$ cat config.mk
export PLATFORM = sky130hd
export DESIGN_NAME = gf256_multiply_inverse_unit
export DESIGN_NICKNAME = d
export VERILOG_FILES = /design/src/rtl/gfmi_pkg.sv /design/src/rtl/gfmi_mul_core.sv /design/src/rtl/gfmi_inv_core.sv /design/src/rtl/gf256_multiply_inverse_unit.sv
export SDC_FILE = /design/constraint.sdc
export NUM_CORES = 1
export LEC_CHECK = 0
export ABC_AREA = 1
export BUFFER_PORTS_ARGS = -buffer_cell sky130_fd_sc_hd__clkbuf_2
export CAP_MARGIN = 25
export CORE_MARGIN = 4
export CORE_UTILIZATION = 60
export CTS_CLUSTER_SIZE = 25
export DETAILED_ROUTE_END_ITERATION = 10
export GPL_TIMING_DRIVEN = 0
export MAX_ROUTING_LAYER = met4
export PLACE_DENSITY_LB_ADDON = 0.15
export RECOVER_POWER = 25
export SYNTH_ARGS = -nofsm -noshare
export SYNTH_HDL_FRONTEND = slang
export SYNTH_SLANG_ARGS = --single-unit
$ cat constraint.sdc
create_clock -name i_clk -period 3.5 [get_ports i_clk]
set_input_delay 0 -clock i_clk [delete_from_list [all_inputs] [get_ports i_clk]]
set_output_delay 0 -clock i_clk [all_outputs]
set_load 0.005 [all_outputs]
$ cat src/rtl/gfmi_pkg.sv
// Package for the GF(2^n) multiply and inverse unit.
// Holds the shared constants, the operation code and the core control word.
// No dependencies.
`default_nettype none

package gfmi_pkg;

    localparam int unsigned OPERAND_BITS       = 8;
    localparam int unsigned FIELD_BITS_DEFAULT = 8;
    localparam logic [OPERAND_BITS-1:0] POLY_RESET = 8'h1B;

    typedef enum logic [0:0] {
        OP_MUL = 1'b0,
        OP_INV = 1'b1
    } t_op;

    typedef struct packed {
        logic start;
        logic ack;
    } t_core_ctrl;

endpackage

`default_nettype wire

$ cat src/rtl/gfmi_mul_core.sv
// Bit-serial GF(2^n) multiplier: one bit of the multiplier per cycle, MSB first.
// Depends on gfmi_pkg.
`default_nettype none

module gfmi_mul_core import gfmi_pkg::*; #(
    parameter int unsigned FIELD_BITS = FIELD_BITS_DEFAULT
) (
    input  logic                  i_clk,
    input  logic                  i_rst_n,
    input  t_core_ctrl            i_ctrl,
    input  logic [FIELD_BITS-1:0] i_multiplicand,
    input  logic [FIELD_BITS-1:0] i_multiplier,
    input  logic [FIELD_BITS-1:0] i_poly_low,
    output logic                  o_done,
    output logic [FIELD_BITS-1:0] o_result
);

    localparam int unsigned W  = FIELD_BITS;
    localparam int unsigned CW = $clog2(W);

    typedef enum logic [2:0] {
        S_IDLE = 3'b001,
        S_RUN  = 3'b010,
        S_DONE = 3'b100
    } t_mul_state;

    t_mul_state      r_state, n_state;
    logic [W-1:0]    r_acc, n_acc;
    logic [W-1:0]    r_a, n_a;
    logic [W-1:0]    r_b, n_b;
    logic [W-1:0]    r_low, n_low;
    logic [CW-1:0]   r_cnt, n_cnt;
    logic [W-1:0]    acc_dbl;

    always_comb begin
        n_state = r_state;
        n_acc   = r_acc;
        n_a     = r_a;
        n_b     = r_b;
        n_low   = r_low;
        n_cnt   = r_cnt;
        acc_dbl = {r_acc[W-2:0], 1'b0} ^ (r_acc[W-1] ? r_low : '0);
        case (r_state)
            S_IDLE: begin
                if (i_ctrl.start) begin
                    n_acc   = '0;
                    n_a     = i_multiplicand;
                    n_b     = i_multiplier;
                    n_low   = i_poly_low;
                    n_cnt   = CW'(W - 1);
                    n_state = S_RUN;
                end
            end
            S_RUN: begin
                n_acc = acc_dbl ^ (r_b[W-1] ? r_a : '0);
                n_b   = {r_b[W-2:0], 1'b0};
                n_cnt = r_cnt - 1'b1;
                if (r_cnt == '0) begin
                    n_state = S_DONE;
                end
            end
            S_DONE: begin
                if (i_ctrl.ack) begin
                    n_state = S_IDLE;
                end
            end
            default: begin
                n_state = S_IDLE;
            end
        endcase
    end

    always_ff @(posedge i_clk) begin
        if (!i_rst_n) begin
            r_state <= S_IDLE;
        end else begin
            r_state <= n_state;
        end
    end

    always_ff @(posedge i_clk) begin
        r_acc <= n_acc;
        r_a   <= n_a;
        r_b   <= n_b;
        r_low <= n_low;
        r_cnt <= n_cnt;
    end

    assign o_done   = (r_state == S_DONE);
    assign o_result = r_acc;

endmodule

`default_nettype wire

$ cat src/rtl/gfmi_inv_core.sv
// Extended Euclidean inverter over GF(2^n): normalise and long-division steps,
// one shift-subtract per cycle on left-aligned remainders. Depends on gfmi_pkg.
`default_nettype none

module gfmi_inv_core import gfmi_pkg::*; #(
    parameter int unsigned FIELD_BITS = FIELD_BITS_DEFAULT
) (
    input  logic                  i_clk,
    input  logic                  i_rst_n,
    input  t_core_ctrl            i_ctrl,
    input  logic [FIELD_BITS-1:0] i_operand,
    input  logic [FIELD_BITS-1:0] i_poly_low,
    output logic                  o_done,
    output logic [FIELD_BITS-1:0] o_result
);

    localparam int unsigned W  = FIELD_BITS;
    localparam int unsigned DW = $clog2(W + 1);

    typedef enum logic [3:0] {
        S_IDLE = 4'b0001,
        S_NORM = 4'b0010,
        S_DIV  = 4'b0100,
        S_DONE = 4'b1000
    } t_inv_state;

    t_inv_state    r_state, n_state;
    logic [W:0]    r_r0, n_r0;
    logic [W:0]    r_r1, n_r1;
    logic [W:0]    r_t0, n_t0;
    logic [W:0]    r_t1, n_t1;
    logic [W:0]    r_m, n_m;
    logic [DW-1:0] r_d0, n_d0;
    logic [DW-1:0] r_d1, n_d1;
    logic [W-1:0]  r_result, n_result;
    logic          q_bit;
    logic [W:0]    r0_sub;
    logic [W:0]    r0_shl;
    logic [W:0]    m_shl;

    always_comb begin
        n_state  = r_state;
        n_r0     = r_r0;
        n_r1     = r_r1;
        n_t0     = r_t0;
        n_t1     = r_t1;
        n_m      = r_m;
        n_d0     = r_d0;
        n_d1     = r_d1;
        n_result = r_result;
        q_bit    = r_r0[W];
        r0_sub   = q_bit ? (r_r0 ^ r_r1) : r_r0;
        r0_shl   = {r0_sub[W-1:0], 1'b0};
        m_shl    = {r_m[W-1:0], 1'b0} ^ (q_bit ? r_t1 : '0);
        case (r_state)
            S_IDLE: begin
                if (i_ctrl.start) begin
                    if (i_operand == '0) begin
                        n_result = '0;
                        n_state  = S_DONE;
                    end else begin
                        n_r0    = {1'b1, i_poly_low};
                        n_d0    = DW'(W);
                        n_r1    = {1'b0, i_operand};
                        n_d1    = DW'(W);
                        n_t0    = '0;
                        n_t1    = {{W{1'b0}}, 1'b1};
                        n_state = S_NORM;
                    end
                end
            end
            S_NORM: begin
                if (r_r1 == '0) begin
                    // The divisor is exhausted: the gcd is a unit only at degree zero.
                    n_result = (r_d0 == '0) ? r_t0[W-1:0] : '0;
                    n_state  = S_DONE;
                end else if (r_r1[W]) begin
                    n_m     = '0;
                    n_state = S_DIV;
                end else begin
                    n_r1 = {r_r1[W-1:0], 1'b0};
                    n_d1 = r_d1 - 1'b1;
                end
            end
            S_DIV: begin
                if (r_d0 == r_d1) begin
                    n_r0    = r_r1;
                    n_d0    = r_d1;
                    n_r1    = r0_shl;
                    n_d1    = r_d1 - 1'b1;
                    n_t0    = r_t1;
                    n_t1    = r_t0 ^ m_shl;
                    n_state = S_NORM;
                end else begin
                    n_r0 = r0_shl;
                    n_m  = m_shl;
                    n_d0 = r_d0 - 1'b1;
                end
            end
            S_DONE: begin
                if (i_ctrl.ack) begin
                    n_state = S_IDLE;
                end
            end
            default: begin
                n_state = S_IDLE;
            end
        endcase
    end

    always_ff @(posedge i_clk) begin
        if (!i_rst_n) begin
            r_state <= S_IDLE;
        end else begin
            r_state <= n_state;
        end
    end

    always_ff @(posedge i_clk) begin
        r_r0     <= n_r0;
        r_r1     <= n_r1;
        r_t0     <= n_t0;
        r_t1     <= n_t1;
        r_m      <= n_m;
        r_d0     <= n_d0;
        r_d1     <= n_d1;
        r_result <= n_result;
    end

    assign o_done   = (r_state == S_DONE);
    assign o_result = r_result;

`ifndef SYNTHESIS
    a_div_order: assert property (@(posedge i_clk) disable iff (!i_rst_n)
        (r_state == S_DIV) |-> (r_d0 >= r_d1))
        else $error("division step with dividend degree below divisor degree");

    a_div_norm: assert property (@(posedge i_clk) disable iff (!i_rst_n)
        (r_state == S_DIV) |-> r_r1[W])
        else $error("division step with an unnormalised divisor");

    a_norm_bound: assert property (@(posedge i_clk) disable iff (!i_rst_n)
        (r_state == S_NORM && r_r1 != '0 && !r_r1[W]) |-> (r_d1 != '0))
        else $error("normalisation would take the degree below zero");
`endif

endmodule

`default_nettype wire

$ cat src/rtl/gf256_multiply_inverse_unit.sv
// GF(2^n) multiply and inverse unit: handshake, configuration register, output register.
// Instantiates gfmi_mul_core and gfmi_inv_core; depends on gfmi_pkg.
//
// Usage:
//   Input channel (i_valid / o_ready) carries one word: an operation code and two
//   operands. Output channel (o_valid / i_ready) carries one result word.
//   One word is worked on at a time. A multiply works one multiplier bit per
//   cycle. An inverse runs the normalise and shift-subtract steps of the
//   Euclidean sequencer, one per cycle; the inverse of zero goes straight to
//   done. The next word is accepted in the cycle after its predecessor's result
//   is registered. The result is held in an output register, so the next word is
//   accepted while an earlier result still waits. If the receiver stalls, the
//   finished core holds its result until the output register is free again.
//   The reduction polynomial register is written through i_cfg_we / i_cfg_wdata;
//   it is to be written only while the unit is idle, which the unit itself does
//   not enforce. Reset clears the busy and output valid flags and the core
//   states and loads the polynomial x^8 + x^4 + x^3 + x + 1.
`default_nettype none

module gf256_multiply_inverse_unit import gfmi_pkg::*; #(
    parameter int unsigned FIELD_BITS = FIELD_BITS_DEFAULT
) (
    input  logic                    i_clk,
    input  logic                    i_rst_n,
    input  logic                    i_valid,
    output logic                    o_ready,
    input  logic                    i_operation,
    input  logic [OPERAND_BITS-1:0] i_first_operand,
    input  logic [OPERAND_BITS-1:0] i_second_operand,
    output logic                    o_valid,
    input  logic                    i_ready,
    output logic [OPERAND_BITS-1:0] o_field_result,
    input  logic                    i_cfg_we,
    input  logic [OPERAND_BITS-1:0] i_cfg_wdata
);

    localparam int unsigned W  = FIELD_BITS;
    localparam int unsigned CW = (W < OPERAND_BITS) ? W : OPERAND_BITS;

    logic                    r_busy;
    t_op                     r_op;
    logic [OPERAND_BITS-1:0] r_poly;
    logic                    r_out_valid;
    logic [OPERAND_BITS-1:0] r_result;

    logic         in_accept;
    logic         out_free;
    logic         res_done;
    logic         res_take;
    logic [W-1:0] res_value;
    logic [W-1:0] op_a;
    logic [W-1:0] op_b;
    logic [W-1:0] poly_low;
    logic         mul_done;
    logic         inv_done;
    logic [W-1:0] mul_result;
    logic [W-1:0] inv_result;
    t_core_ctrl   mul_ctrl;
    t_core_ctrl   inv_ctrl;

    assign op_a     = W'(i_first_operand[CW-1:0]);
    assign op_b     = W'(i_second_operand[CW-1:0]);
    assign poly_low = W'(r_poly[CW-1:0]);

    assign o_ready   = !r_busy;
    assign in_accept = i_valid && !r_busy;
    assign out_free  = !r_out_valid || i_ready;
    assign res_done  = (r_op == OP_MUL) ? mul_done : inv_done;
    assign res_value = (r_op == OP_MUL) ? mul_result : inv_result;
    assign res_take  = r_busy && res_done && out_free;

    assign mul_ctrl = '{start: in_accept && (t_op'(i_operation) == OP_MUL),
                        ack:   res_take && (r_op == OP_MUL)};
    assign inv_ctrl = '{start: in_accept && (t_op'(i_operation) == OP_INV),
                        ack:   res_take && (r_op == OP_INV)};

    gfmi_mul_core #(
        .FIELD_BITS (FIELD_BITS)
    ) u_mul (
        .i_clk          (i_clk),
        .i_rst_n        (i_rst_n),
        .i_ctrl         (mul_ctrl),
        .i_multiplicand (op_a),
        .i_multiplier   (op_b),
        .i_poly_low     (poly_low),
        .o_done         (mul_done),
        .o_result       (mul_result)
    );

    gfmi_inv_core #(
        .FIELD_BITS (FIELD_BITS)
    ) u_inv (
        .i_clk      (i_clk),
        .i_rst_n    (i_rst_n),
        .i_ctrl     (inv_ctrl),
        .i_operand  (op_a),
        .i_poly_low (poly_low),
        .o_done     (inv_done),
        .o_result   (inv_result)
    );

    always_ff @(posedge i_clk) begin
        if (!i_rst_n) begin
            r_busy      <= 1'b0;
            r_out_valid <= 1'b0;
            r_poly      <= POLY_RESET;
        end else begin
            if (in_accept) begin
                r_busy <= 1'b1;
            end else if (res_take) begin
                r_busy <= 1'b0;
            end
            if (out_free) begin
                r_out_valid <= res_take;
            end
            if (i_cfg_we) begin
                r_poly <= i_cfg_wdata;
            end
        end
    end

    always_ff @(posedge i_clk) begin
        if (in_accept) begin
            r_op <= t_op'(i_operation);
        end
        if (res_take) begin
            r_result <= OPERAND_BITS'(res_value);
        end
    end

    assign o_valid        = r_out_valid;
    assign o_field_result = r_result;

endmodule

`default_nettype wire
==> results.cfg <==
[setup_path]
worstSetupEndpointType = flop
timing.rr.start = u_inv.r_state[0]
reg2reg_slack_ns = 0.57
cp_data_required_time_ns = 3.65
crit_type = reg -> reg
arrival_ns = 3.08
worstPathMaxFanout = 16
r2r-end = u_inv.r_t0[3]
cp-start-kind = flop
ff2ff_path_depth = 7

[power]
power_mw = 5.09
p_leak_nw = 2.84
ir_worst_vdd_v = 0.000565
power.density_nw_per_um2 = 752

[final_layout]
final_common_cell = nand2_1
layout_common_cells = 131 x nand2_1, 101 x edfxtp_1, 72 x inv_1
final_cells = 764
final-seq-area_um2 = 3370
nFillCells = 558
multiInputGateArea_um2 = 1670
fin_area_um2 = 6770
largestRegisters = u_inv.r_r0 (9), u_inv.r_r1 (9)
drive_above_1_share = 0.116
final_nets = 678
final_util = 0.773
syn_to_final_growth_pct = 24.6
num_antenna_cells = 0

[logic_synthesis]
synth_cell_types = 29
synth-seq-cells = 118
avgSynthCellArea_um2 = 9.96
netlist_area_um2 = 5440
syn_inst = 546
synth_fp_nets = 581
yosysWarnings = 0
ys_seq_area_frac = 0.620

[global_route]
antenna_found_initial = 0
overflow = 0
grt_pass1_vias = 4241
grt_usage = 0.264
grt_max_degree = 20
grt_pass1_wl_um = 20300

[timing]
setup_viol = 0
rsz0062_at_grt = false
hold_viol = 0
layout_worst_path_cycle_share = 0.838
tightest_slew_ns = 0.762
setup_ws_ns = 0.568
hold_ws_ns = 0.242
max_slew_margin = 0.491
fmax_ghz = 0.341
clock_skew_ns = 0.0121
layout_min_cycle_time_ns = 2.93
final_max_slew_viol_count = 0
tns_ns = 0

[detailed_routing]
first_pass_iters = 7
wl_per_cell_um = 16.9
dr_total_vias = 4229
viasPerCell = 5.54
drc = 0
first_iter_violations = 295
drtAntennaViolNets = 0
drt-total-wl_um = 12900

[worst_hold_path]
worstHoldPathCells = 2
hold_path_class = in -> reg
holdPathEnd = u_mul.r_a[1]
min_from = i_first_operand[1]

[floorplanning]
fp.dieArea_um2 = 10600
core-area_um2 = 8760
rows = 34
io_pins = 40
die_x_um = 103
start_util = 0.620
die_h_um = 103

[place]
place_ws_ns = 0.863
globalplace.congestion = 0.910
io_buffers = 37
dp_cells = 692
placed_area_um2 = 5760
dpl.hpwl_um = 7950

[status]
status = finished clean

[clock_tree]
path_clk_slew_ns = 0.06
cts_buffer_depth = 2
cts_hold_buffers = 40
tritoncts = built
cts_setup_buffers = 0
cts_max_level = 4
cts_made_buffers = 17
post_cts_resized = 0
clock-sinks = 118
clkLatencyLatePin_ns = 0.51
cts_root_buf = clkbuf_8

[flow_run]
max_cap_violations = 0
-- kinds of logic after synthesis --
family | after synthesis | share of synthesized area
simple gates | 236 | 0.179
flops | 118 | 0.620
buf+inv | 96 | 0.0709
compound gates | 66 | 0.0776
xor+xnor | 25 | 0.0403
fa+ha+maj | 5 | 0.0115
-- how the worst max path moves through the flow --
stage                     to  depth (start not counted)        startpoint
6_report       u_inv.r_t0[3]                          7  u_inv.r_state[0]
5_1_grt        u_inv.r_t1[6]                          7  u_inv.r_state[0]
4_1_cts        u_inv.r_t1[6]                          7  u_inv.r_state[0]
3_5_place_dp   u_inv.r_t0[3]                          7  u_inv.r_state[0]
3_3_place_gp   u_inv.r_t0[3]                          7  u_inv.r_state[0]
2_1_floorplan  u_inv.r_t0[0]                          9            r_busy
-- layer usage --
layer,part of all wire,vias to the layer above,track usage
li1,-,2005,-
met1,0.39,1952,0.303
met2,0.49,223,0.432
met3,0.075,49,0.0624
met4,0.044,0,0.135
met5,0,-,-
-- critical path, stage by stage (launching register included) --
cell,delay (ns)
dfxtp_1,0.33
nor2_2,0.14
nand3_1,0.46
nand2_1,0.22
nand2_1,0.09
nor2_2,0.59
nand2_1,0.20
inv_1,0.52
-- area by class of cell --
type | instances | share of cell area
well taps | 108 | 0.0200
clock inverters | 14 | 0.0329
flip-flops and latches | 118 | 0.498
plain buffers | 17 | 0.0126
clock buffers | 18 | 0.0617
multi-input cells | 332 | 0.247
inverters | 79 | 0.0438
repair buffers | 78 | 0.0839
-- cell usage after synthesis --
library cell	number	area share
buf_4	1	0.0014
nor2_1	63	0.043
buf_6	2	0.0041
xor2_1	15	0.024
o21ai_0	22	0.020
inv_1	70	0.048
buf_2	5	0.0046
ha_1	5	0.012
nor4_4	1	0.0039
o211ai_2	6	0.014
o22ai_1	4	0.0046
nand3_2	1	0.0018
nor3_1	2	0.0018
a31oi_1	1	0.0012
a21oi_1	21	0.019
o221ai_1	7	0.011
nand3_1	26	0.024
dfxtp_1	17	0.063
nand2_2	2	0.0023
nor2_2	3	0.0035
o31ai_1	2	0.0028
nand4_1	7	0.0081
o21ai_2	1	0.0016
a22oi_1	2	0.0028
nand2_1	131	0.090
clkbuf_1	9	0.0062
edfxtp_1	101	0.56
xnor2_1	10	0.016
inv_2	9	0.0062
-- power by group --
group	leakage (nW)	total [mW]	internal, mW	switching [mW]
Combinational	1.49	1.09	0.346	0.741
Sequential	1.05	2.11	1.95	0.167
Clock	0.295	1.89	1.24	0.657
Total	2.84	5.09	3.53	1.57
(Power assumes the default switching activity.)
